<file path="config.mk">
export PLATFORM = sky130hd
export DESIGN_NAME = spmm_ram
export DESIGN_NICKNAME = d
export VERILOG_FILES = /design/src/design/spmm_ram.sv
export SDC_FILE = /design/constraint.sdc
export NUM_CORES = 1
export LEC_CHECK = 0
export BUFFER_PORTS_ARGS = -buffer_cell sky130_fd_sc_hd__buf_2
export CAP_MARGIN = 30
export CORE_MARGIN = 1
export CORE_UTILIZATION = 45
export CTS_CLUSTER_SIZE = 10
export DETAILED_ROUTE_END_ITERATION = 16
export GPL_TIMING_DRIVEN = 0
export PLACE_DENSITY_LB_ADDON = 0.08
export SLEW_MARGIN = 20
export SYNTH_ARGS = -nofsm -noshare
export SYNTH_HDL_FRONTEND = slang
export SYNTH_SLANG_ARGS = --single-unit
</file>
<file path="constraint.sdc">
create_clock -name clk -period 9.7 [get_ports clk]
set_input_delay 2.425 -clock clk [delete_from_list [all_inputs] [get_ports clk]]
set_output_delay 2.425 -clock clk [all_outputs]
set_load 0.005 [all_outputs]
</file>
<file path="src/design/spmm_ram.sv">
`timescale 1ns / 1ps

module spmm_ram #(
    parameter int WIDTH = 32,
    parameter int DEPTH = 16,
    parameter int AW    = (DEPTH > 1) ? $clog2(DEPTH) : 1
) (
    input  logic             clk,
    input  logic             we,
    input  logic [AW-1:0]    waddr,
    input  logic [WIDTH-1:0] wdata,
    input  logic [AW-1:0]    raddr,
    output logic [WIDTH-1:0] rdata
);

    logic [WIDTH-1:0] mem [DEPTH];

    always_ff @(posedge clk)
    begin
        if (we)
        begin
            mem[waddr] <= wdata;
        end
        rdata <= mem[raddr];
    end

endmodule

</file>
==> results.cfg <==
[run]
cap_violations = 0

[power_and_ir_drop]
vdd.ir_drop.worst_mv = 0.142
p_leak_nw = 7.58
power_density_nw_per_um2 = 211

[cells_and_area]
n_antenna_cell = 0
area_growth_syn_to_layout_pct = 18.4
layout-drive-gt1-share_pct = 32.0
final_cell_count_no_fill = 1646
fillers = 3304
regArea_um2 = 16000
nets = 1055
multi_input_area_um2 = 3730
finalInstanceArea_um2 = 23500

[floorplanning]
die_h_um = 212
rows = 76
die_area_um2 = 45000
initial_core_util_pct = 45.9
core_um2 = 43300
die_w_um = 212
io-pin-count = 74

[synthesis]
avgSynthCellArea_um2 = 23.7
ys_seq_area_share_pct = 80.7
synth_top_area_cell = edfxtp_1
yosysTopAreaCellShare_pct = 77.4
synthCells = 838
yosys_register_bits = 544
ys_top_cells_by_area = edfxtp_1 (77%), mux4_2 (15%), dfxtp_1 (3.2%)
synth_warnings = 0
syn-num-nets = 880
ys_types = 18
mappedNetlistArea_um2 = 19900
synth_edf_count = 512
ys_async_sr_fraction_pct = 0
synthTopCellsByCount = edfxtp_1 (512), mux4_2 (128), a22oi_1 (64)
synth.most_common_cell = edfxtp_1
synthFlopType = edfxtp_1

[clocking]
clk_path_buf_depth = 3
cts.sinks = 544
cts-root-buf = clkbuf_16
cts_buffers = 61
ctsResizeCount = 0
insertion_delay_ns = 0.59
cts_tree = yes
postCtsSetupRepairBufs = 0
hold_buffers = 0
htree_levels = 2
clk_pin_slew_ns = 0.05

[status]
outcome = finished, final reports clean

[global_route]
grt_pass1_wl_um = 64900
gr-total-overflow = 0
grt_use_total_pct = 20.5
antenna_found_initial = 1
grt_pass1_vias = 9682
grt_max_degree = 19

[timing]
rsz0062_at_grt = false
tightestPinTransition_ns = 0.967
min_period_over_period_pct = 40.4
hold_violations = 0
slew_viol_final = 0
skew_ns = 0.00897
relSlewSlack_pct = 35.5
min_period_ns = 3.91
fin_setup_tns_ns = 0
whs_ns = 0.672
clock.fmax_mhz = 255
finalSetupViolCount = 0

[placement]
place_inst = 1534
io_buffer_count = 71
post_dp_cell_area_um2 = 21700
dp_hpwl_um = 28000
place_congestion = 0.695

[route]
drc = 0
dr_total_vias = 9229
drt_iter0_drc = 777
dr.pass1.iters = 5
wl_per_cell_um = 26.8
antenna_left = 0
vias_per_cell = 5.61
wl_um = 44100

[worst_setup_path]
cp_common_cell = buf_4
slowest_stage = or3b_2
worst_setup_path_start_kind = primary input
worstPathRequired_ns = 10.00
cp_max_fo = 7
cp_cell_sequence = buf_2, or3b_2, nor3_2, buf_4, buf_6, buf_4
critPathMaxStageDelay_ns = 0.59
endpoint_kind = flip-flop
critPathKind = in2reg
arrival_ns = 4.21

[hold_path]
hp-class = reg2reg
## layout by cell type (no fill, tap or decap)
cell | synthesis | layout
buf_2 | 4 | 75
nor2_4 | 0 | 12
buf_12 | 0 | 4
nor3_2 | 0 | 4
dfxtp_1 | 32 | 32
or3b_2 | 1 | 1
a22oi_1 | 64 | 64
nand3b_1 | 2 | 2
buf_4 | 11 | 27
mux4_2 | 128 | 128
nand3_1 | 1 | 1
nor2b_1 | 2 | 2
clkbuf_16 | 0 | 61
clkinv_2 | 0 | 1
clkbuf_8 | 0 | 2
nand2_1 | 33 | 33
buf_6 | 2 | 7
bufinv_16 | 0 | 1
clkbuf_1 | 17 | 63
and2_1 | 1 | 1
nor2_1 | 13 | 1
buf_16 | 0 | 16
buf_1 | 9 | 9
edfxtp_1 | 512 | 512
nand2b_1 | 2 | 2
## per-stage QoR
| step | setup slack [ns] | power [mW] | utilization [%] |
|---|---|---|---|
| finish | 5.79 | 4.95 | 54.3 |
| global route | 5.76 | 5.11 | 54.3 |
| CTS | 5.80 | 5.01 | 54.3 |
| detailed placement | 5.16 | 2.94 | 50.2 |
| global placement | 1.14 | 2.93 | 48.4 |
| floorplan | 4.10 | 2.82 | - |
## cell families after synthesis
family,after synthesis,share of synthesized area [%]
buffers and inverters,43,1.12
multiplexers,128,14.5
flip-flops,544,80.7
AO/OA/AOI/OAI,64,2.42
AND/OR/NAND/NOR,59,1.27
## power by group
part           switching [mW]  internal [mW]  total (mW)
sequential             0.0125           2.63        2.64
clock                   0.856           1.21        2.07
combinational           0.143          0.103       0.245
total                    1.01           3.94        4.95
## final cells by class
class                      instances  area share [%]
clock buffer                     109            7.34
buffer                            43           0.947
clock inverter                     2           0.149
timing repair buffer             112            4.48
sequential                       544            68.1
multi-input combinational        251            15.8
tap                              585            3.11
## metal layers
layer	share of wire [%]	wire, um	track usage, %
met5	0.027	12	0
met4	2.1	920	6.30
met3	5.4	2360	3.31
met2	47	20700	31.2
met1	46	20100	30.6
## registers in the layout, indices dropped and copies added, names as in the netlist
signal,cells
mem,512
rdata,32
## worst max-delay path, delay by kind of cell
kind	cells	cell delay, ns
and+or+nand+nor	2	1.03
buffers and inverters	4	0.74
## final timing paths
kind | start | to | slack, ns | depth (start not counted)
worst max-delay path | waddr[2] | mem[0][27]$_DFFE_PP_ | 5.79 | 6
worst min-delay path | mem[12][3]$_DFFE_PP_ | rdata[3]$_DFF_P_ | 0.67 | 3
worst max register to register | mem[11][17]$_DFFE_PP_ | rdata[17]$_DFF_P_ | 8.28 | 3
worst min register to register | mem[12][3]$_DFFE_PP_ | rdata[3]$_DFF_P_ | 0.67 | 3
(Power assumes the default switching activity.)
