[config.mk]
export PLATFORM = sky130hd
export DESIGN_NAME = spmm_cell
export DESIGN_NICKNAME = d
export VERILOG_FILES = /design/src/design/spmm_pkg.sv /design/src/design/spmm_ram.sv /design/src/design/spmm_cell.sv
export SDC_FILE = /design/constraint.sdc
export NUM_CORES = 2
export LEC_CHECK = 0
export BUFFER_PORTS_ARGS = -buffer_cell sky130_fd_sc_hd__buf_2
export CAP_MARGIN = 25
export CORE_UTILIZATION = 40
export CTS_CLUSTER_SIZE = 25
export DETAILED_ROUTE_END_ITERATION = 16
export HOLD_SLACK_MARGIN = 0.15
export SYNTH_ARGS = -nofsm -noshare
export SYNTH_HDL_FRONTEND = slang
export SYNTH_SLANG_ARGS = --single-unit
export TNS_END_PERCENT = 10
[constraint.sdc]
create_clock -name clk -period 13.27 [get_ports clk]
set_clock_uncertainty 0.1 [all_clocks]
set_input_delay 1.9905 -clock clk [delete_from_list [all_inputs] [get_ports clk]]
set_output_delay 1.9905 -clock clk [all_outputs]
set_load 0.05 [all_outputs]
[src/design/spmm_pkg.sv]
`timescale 1ns / 1ps

package spmm_pkg;

    localparam logic [1:0] FN_LOAD_A = 2'd0;
    localparam logic [1:0] FN_LOAD_B = 2'd1;
    localparam logic [1:0] FN_RUN    = 2'd2;

    localparam logic [1:0] REG_ROWS  = 2'd0;
    localparam logic [1:0] REG_COLS  = 2'd1;
    localparam logic [1:0] REG_DEPTH = 2'd2;

    localparam logic [31:0] FP_QNAN = 32'h7FC0_0000;

    typedef enum logic [1:0] {
        ST_IDLE,
        ST_RUN,
        ST_EMIT
    } state_t;

    // one multiply-add per cell takes one pass through these phases
    typedef enum logic [2:0] {
        PH_MUL,
        PH_MLZ,
        PH_MNORM,
        PH_MRND,
        PH_ADD,
        PH_ALZ,
        PH_ANORM,
        PH_ARND
    } phase_t;

    typedef struct packed {
        logic   run;
        phase_t phase;
    } cell_ctrl_t;

    // unrounded operation result: value = w * 2^(bb - 127 - 47), leading one anywhere
    typedef struct packed {
        logic               spec;
        logic [31:0]        specv;
        logic               sgn;
        logic [47:0]        w;
        logic signed [10:0] bb;
    } front_t;

    function automatic logic [5:0] lzc48(input logic [47:0] w);
        logic [5:0] n;
        n = 6'd0;
        for (int i = 0; i < 48; i++)
        begin
            if (w[i])
            begin
                n = 6'(47 - i);
            end
        end
        return n;
    endfunction

    function automatic front_t fp_mul_front(input logic [31:0] a, input logic [31:0] b);
        front_t     f;
        logic       na, nb, ia, ib, za, zb, s;
        logic [7:0] ea, eb;
        logic [23:0] ma, mb;
        f  = '0;
        s  = a[31] ^ b[31];
        na = (a[30:23] == 8'hFF) && (a[22:0] != 23'd0);
        nb = (b[30:23] == 8'hFF) && (b[22:0] != 23'd0);
        ia = (a[30:23] == 8'hFF) && (a[22:0] == 23'd0);
        ib = (b[30:23] == 8'hFF) && (b[22:0] == 23'd0);
        za = (a[30:0] == 31'd0);
        zb = (b[30:0] == 31'd0);
        ea = (a[30:23] == 8'd0) ? 8'd1 : a[30:23];
        eb = (b[30:23] == 8'd0) ? 8'd1 : b[30:23];
        ma = {a[30:23] != 8'd0, a[22:0]};
        mb = {b[30:23] != 8'd0, b[22:0]};
        if (na || nb || (ia && zb) || (za && ib))
        begin
            f.spec  = 1'b1;
            f.specv = FP_QNAN;
        end
        else if (ia || ib)
        begin
            f.spec  = 1'b1;
            f.specv = {s, 8'hFF, 23'd0};
        end
        else if (za || zb)
        begin
            f.spec  = 1'b1;
            f.specv = {s, 31'd0};
        end
        else
        begin
            f.sgn = s;
            f.w   = {24'd0, ma} * {24'd0, mb};
            f.bb  = $signed(11'(ea) + 11'(eb) - 11'd126);
        end
        return f;
    endfunction

    function automatic front_t fp_add_front(input logic [31:0] x, input logic [31:0] y);
        front_t      f;
        logic        nx, ny, ix, iy, swap, stk;
        logic [31:0] big, sml;
        logic [7:0]  eb, es, d;
        logic [23:0] mb, ms;
        logic [26:0] mb3, ms3, sh3, mask;
        logic [27:0] sum;
        f    = '0;
        nx   = (x[30:23] == 8'hFF) && (x[22:0] != 23'd0);
        ny   = (y[30:23] == 8'hFF) && (y[22:0] != 23'd0);
        ix   = (x[30:23] == 8'hFF) && (x[22:0] == 23'd0);
        iy   = (y[30:23] == 8'hFF) && (y[22:0] == 23'd0);
        swap = y[30:0] > x[30:0];
        big  = swap ? y : x;
        sml  = swap ? x : y;
        eb   = (big[30:23] == 8'd0) ? 8'd1 : big[30:23];
        es   = (sml[30:23] == 8'd0) ? 8'd1 : sml[30:23];
        mb   = {big[30:23] != 8'd0, big[22:0]};
        ms   = {sml[30:23] != 8'd0, sml[22:0]};
        d    = eb - es;
        mb3  = {mb, 3'b000};
        ms3  = {ms, 3'b000};
        if (d >= 8'd27)
        begin
            sh3 = 27'd0;
            stk = (ms3 != 27'd0);
        end
        else
        begin
            mask = (27'd1 << d) - 27'd1;
            sh3  = ms3 >> d;
            stk  = ((ms3 & mask) != 27'd0);
        end
        sh3[0] = sh3[0] | stk;
        if (big[31] ^ sml[31])
        begin
            sum = {1'b0, mb3} - {1'b0, sh3};
        end
        else
        begin
            sum = {1'b0, mb3} + {1'b0, sh3};
        end
        if (nx || ny || (ix && iy && (x[31] != y[31])))
        begin
            f.spec  = 1'b1;
            f.specv = FP_QNAN;
        end
        else if (ix)
        begin
            f.spec  = 1'b1;
            f.specv = x;
        end
        else if (iy)
        begin
            f.spec  = 1'b1;
            f.specv = y;
        end
        else if (sum == 28'd0)
        begin
            f.spec  = 1'b1;
            f.specv = {x[31] & y[31], 31'd0};
        end
        else
        begin
            f.sgn = big[31];
            f.w   = {sum, 20'd0};
            f.bb  = $signed(11'(eb) + 11'd1);
        end
        return f;
    endfunction

    // w has its leading one at bit 47, be is the biased exponent of that bit
    function automatic logic [31:0] fp_round(input logic s, input logic [47:0] w,
                                             input logic signed [10:0] be);
        logic [5:0]         sh;
        logic signed [10:0] shw;
        logic [47:0]        v, mask;
        logic               stk, g, inc;
        logic [7:0]         exf;
        logic [30:0]        base;
        logic [31:0]        res;
        shw = 11'sd1 - be;
        if (be >= 11'sd1)
        begin
            sh  = 6'd0;
            exf = be[7:0];
        end
        else
        begin
            sh  = (shw > 11'sd63) ? 6'd63 : shw[5:0];
            exf = 8'd0;
        end
        v    = w >> sh;
        mask = (sh >= 6'd48) ? '1 : ((48'd1 << sh) - 48'd1);
        stk  = ((w & mask) != 48'd0) || (v[22:0] != 23'd0);
        g    = v[23];
        inc  = g & (stk | v[24]);
        base = {exf, v[46:24]};
        if (be >= 11'sd255)
        begin
            res = {s, 8'hFF, 23'd0};
        end
        else
        begin
            res = {s, base + 31'(inc)};
        end
        return res;
    endfunction

endpackage

[src/design/spmm_ram.sv]
`timescale 1ns / 1ps

module spmm_ram #(
    parameter int WIDTH = 32,
    parameter int DEPTH = 16,
    parameter int AW    = (DEPTH > 1) ? $clog2(DEPTH) : 1
) (
    input  logic             clk,
    input  logic             we,
    input  logic [AW-1:0]    waddr,
    input  logic [WIDTH-1:0] wdata,
    input  logic [AW-1:0]    raddr,
    output logic [WIDTH-1:0] rdata
);

    logic [WIDTH-1:0] mem [DEPTH];

    always_ff @(posedge clk)
    begin
        if (we)
        begin
            mem[waddr] <= wdata;
        end
        rdata <= mem[raddr];
    end

endmodule

[src/design/spmm_cell.sv]
`timescale 1ns / 1ps

module spmm_cell
    import spmm_pkg::*;
#(
    parameter int MAX_K = 16,
    parameter int KW    = (MAX_K > 1) ? $clog2(MAX_K) : 1
) (
    input  logic          clk,
    input  logic          rst_n,
    input  cell_ctrl_t    ctrl,
    input  logic          b_we,
    input  logic [KW-1:0] b_waddr,
    input  logic [31:0]   b_wdata,
    input  logic [31:0]   a_in,
    input  logic [KW-1:0] k_in,
    input  logic          v_in,
    output logic [31:0]   a_out,
    output logic [KW-1:0] k_out,
    output logic          v_out,
    output logic [31:0]   acc
);

    logic [31:0]        a_reg, prod_reg, prod_next, acc_reg, acc_next, b_rdata;
    logic [KW-1:0]      k_reg;
    logic               v_reg;
    logic               shift;
    logic [47:0]        w_reg, w_next;
    logic signed [10:0] bb_reg, bb_next;
    logic               sgn_reg, sgn_next, spec_reg, spec_next;
    logic [31:0]        specv_reg, specv_next, rnd;
    logic [5:0]         lz_reg, lz_next;
    front_t             fr;

    // column of B held by this cell; read address leads by one step
    spmm_ram #(.WIDTH(32), .DEPTH(MAX_K), .AW(KW)) u_bmem (
        .clk   (clk),
        .we    (b_we),
        .waddr (b_waddr),
        .wdata (b_wdata),
        .raddr (k_in),
        .rdata (b_rdata)
    );

    assign shift = ctrl.run && (ctrl.phase == PH_ARND);
    assign rnd   = spec_reg ? specv_reg : fp_round(sgn_reg, w_reg, bb_reg);

    always_comb
    begin
        fr         = '0;
        w_next     = w_reg;
        bb_next    = bb_reg;
        sgn_next   = sgn_reg;
        spec_next  = spec_reg;
        specv_next = specv_reg;
        lz_next    = lz_reg;
        prod_next  = prod_reg;
        acc_next   = acc_reg;
        if (ctrl.run && v_reg)
        begin
            unique case (ctrl.phase)
                PH_MUL, PH_ADD:
                begin
                    if (ctrl.phase == PH_MUL)
                    begin
                        fr = fp_mul_front(a_reg, b_rdata);
                    end
                    else
                    begin
                        fr = fp_add_front((k_reg == '0) ? 32'd0 : acc_reg, prod_reg);
                    end
                    w_next     = fr.w;
                    bb_next    = fr.bb;
                    sgn_next   = fr.sgn;
                    spec_next  = fr.spec;
                    specv_next = fr.specv;
                end
                PH_MLZ, PH_ALZ:
                begin
                    lz_next = lzc48(w_reg);
                end
                PH_MNORM, PH_ANORM:
                begin
                    w_next  = w_reg << lz_reg;
                    bb_next = bb_reg - $signed({5'd0, lz_reg});
                end
                PH_MRND:
                begin
                    prod_next = rnd;
                end
                PH_ARND:
                begin
                    acc_next = rnd;
                end
                default:
                begin
                end
            endcase
        end
    end

    always_ff @(posedge clk or negedge rst_n)
    begin
        if (!rst_n)
        begin
            v_reg <= 1'b0;
        end
        else if (shift)
        begin
            v_reg <= v_in;
        end
    end

    always_ff @(posedge clk)
    begin
        if (shift)
        begin
            a_reg <= a_in;
            k_reg <= k_in;
        end
        w_reg     <= w_next;
        bb_reg    <= bb_next;
        sgn_reg   <= sgn_next;
        spec_reg  <= spec_next;
        specv_reg <= specv_next;
        lz_reg    <= lz_next;
        prod_reg  <= prod_next;
        acc_reg   <= acc_next;
    end

    assign a_out = a_reg;
    assign k_out = k_reg;
    assign v_out = v_reg;
    assign acc   = acc_reg;

endmodule

==> results.yml <==
timing:
  slew_headroom: 0.280
  rsz0062_at_grt: "false"
  slew_viol_final: 0
  worstMarginPinSlew_ns: 1.08
  post-route-min-period_ns: 12.54
  hold_viol: 0
  setup_tns_ns: 0
  fin_crit_sh: 0.945
  finalSetupViolations: 0
  max_freq_ghz: 0.0797
clock_network:
  clockRootBuffer: "clkbuf_16"
  cts.sinks: 744
  clk_pin_slew_ns: 0.06
  numCtsBuffers: 81
  clockBufferDepth: 3
  h-tree-depth: 3
  cts_tree: "done"
  clk_latency_ns: 0.71
floorplanning:
  ioPinCount: 149
  die_w_um: 393
  core-area_um2: 152000
  die_h_um: 393
  start_util: 0.403
  die_area_um2: 155000
  fp-row-count: 143
setup_path:
  end_kind: "flop"
  cpPeakStageDelay_ns: 0.73
  cpLargestDelayFamily: "compound AO/OA/AOI/OAI gates"
  crit_top_cell: "a21oi_1"
  critPathLaunchType: "flop"
  crit_required_ns: 13.72
  crit_buf_inv: 6
  crit_fanout: 23
  crit_slowest_cell: "or4_4"
  cp_data_arrival_time_ns: 12.99
  crit_type: "reg -> reg"
final_layout:
  largest_register_ffs: 512
  multi_input_area_um2: 35700
  seqCellArea_um2: 22000
  fill_cells: 14200
  postLayoutCoreUtil: 0.443
  areaGrowthSynthToFinish_pct: 9.83
  drive_above_1_share: 0.127
  fin_nets: 6702
yosys:
  yosysTopAreaCellShare: 0.349
  yosysMostFrequentCell: "nand2_1"
  synth_area_leader_cell: "edfxtp_1"
  synth_seq_cells: 744
  yosysSeqAreaShare: 0.360
  ys.warnings.count: 0
  synth_cell_types: 117
  syn_area_um2: 61200
  syn-instance-count: 5809
  synth-edff-count: 711
  synthTopCellsByArea: "edfxtp_1 35%, fa_1 16%, mux4_2 7.2%, ha_1 5.9%, nand2_1 5.0%"
  async_reset_ff_frac: 0.00134
  avgSynthCellArea_um2: 10.5
  synth_common_cells: "821 x nand2_1, 711 x edfxtp_1, 607 x inv_1, 486 x fa_1, 293 x clkbuf_1"
  ys.flop_type: "edfxtp_1"
hold_path:
  min-delay-path-class: "reg -> reg"
run:
  maxCapViolCount: 0
routing:
  dr.pass1.iters: 6
  drc: 0
  ant_nets: 0
  drt_iter0_markers: 4750
  dr_total_vias: 46600
  routedWlPerCell_um: 24.4
  viasPerCell: 5.87
  totalWireLength_um: 194000
global_route:
  grtUsageMet3: 0.0420
  grt_max_degree: 60
  grt.busiest_layer: "met2"
  gr-usage-all-layers: 0.252
  antenna_found_initial: 9
  use_met2: 0.402
  grt_pass1_wl_um: 293000
  overflow: 0
  grt_util_met1: 0.347
  grt_pass1_vias: 46100
placed_design:
  dp_hpwl_um: 139000
  globalplace.congestion: 0.963
  place.port_buffers: 148
run_status:
  status: "complete, no violations"
metrics by stage:
step                instance area [um^2]  hold slack [ns]  worst slack, ns  std cells
detailed placement                 64400            0.453            0.601       7788
CTS                                67100            0.470            0.573       7935
finish                             67200            0.467            0.730       7942
floorplan                          61300            0.420            0.930       5830
global placement                   64400            0.449            0.776       7783
global route                       67200            0.481           0.0125       7940
routing by layer:
metal | vias to the layer above | routed length [um]
met5 | - | 73
met2 | 2013 | 90200
met3 | 412 | 15000
met4 | 12 | 6670
met1 | 23700 | 81900
li1 | 20500 | -
worst paths after layout:
path                               startpoint  cells after the start  slack, ns                       to
max reg2reg                k_out[1]$_DFFE_PP_                     52       0.73  specv_reg[31]$_DFFE_PP_
min reg2reg                 sgn_reg$_DFFE_PP_                      1       0.47        acc[31]$_DFFE_PP_
max in group asynchronous               rst_n                      1      12.02        v_out$_DFFE_PN0P_
min in group asynchronous               rst_n                      1       0.97        v_out$_DFFE_PN0P_
max                        k_out[1]$_DFFE_PP_                     52       0.73  specv_reg[31]$_DFFE_PP_
min                         sgn_reg$_DFFE_PP_                      1       0.47        acc[31]$_DFFE_PP_
layout by cell type (no fill, tap or decap), types with 148 or more instances in the layout:
| master | netlist | final |
|---|---|---|
| fa_1 | 486 | 486 |
| nand2_1 | 821 | 821 |
| a21oi_1 | 236 | 228 |
| and2_1 | 215 | 215 |
| edfxtp_1 | 711 | 711 |
| nand3_1 | 160 | 160 |
| o21ai_0 | 248 | 248 |
| buf_2 | 21 | 148 |
| inv_1 | 607 | 607 |
| nor2_1 | 288 | 272 |
| ha_1 | 290 | 290 |
| mux4_2 | 195 | 195 |
layout make-up:
cell class | instances | area share
Antenna cell | 2 | 0.0000744
Timing Repair Buffer | 298 | 0.0286
Multi-Input combinational cell | 4107 | 0.532
Clock inverter | 54 | 0.00930
Sequential cell | 744 | 0.327
Clock buffer | 93 | 0.0311
Inverter | 614 | 0.0343
Tap cell | 2030 | 0.0378
timing repair:
action,in CTS,in global routing
resized for setup,0,9
hold buffers,0,0
setup buffers,0,4
endpoints found under the setup margin,0,12
cells by family (layout without fill, tap and decap cells):
logic type | after synthesis | after routing | synth area share
and+or+nand+nor | 1889 | 1889 | 0.147
AOI/OAI and AO/OA | 1023 | 1023 | 0.110
buffers and inverters | 979 | 1059 | 0.0624
adders and majority gates | 776 | 776 | 0.218
DFF | 744 | 744 | 0.360
muxes | 278 | 278 | 0.0856
xor gates and xnor gates | 119 | 119 | 0.0173
other | 1 | 24 | 0.0000612
worst reg2reg max path: cells and delay by family (launching register included):
family	cells	cell delay, ns
adders and majority gates	5	1.58
buffers and inverters	6	0.96
and+or+nand+nor	13	3.58
muxes	2	0.43
AOI/OAI and AO/OA	26	5.37
DFF	1	0.38
Power is left out: the tool's default activity adds up to more than one toggle a clock period on the data nets, which glitch-free logic cannot reach.
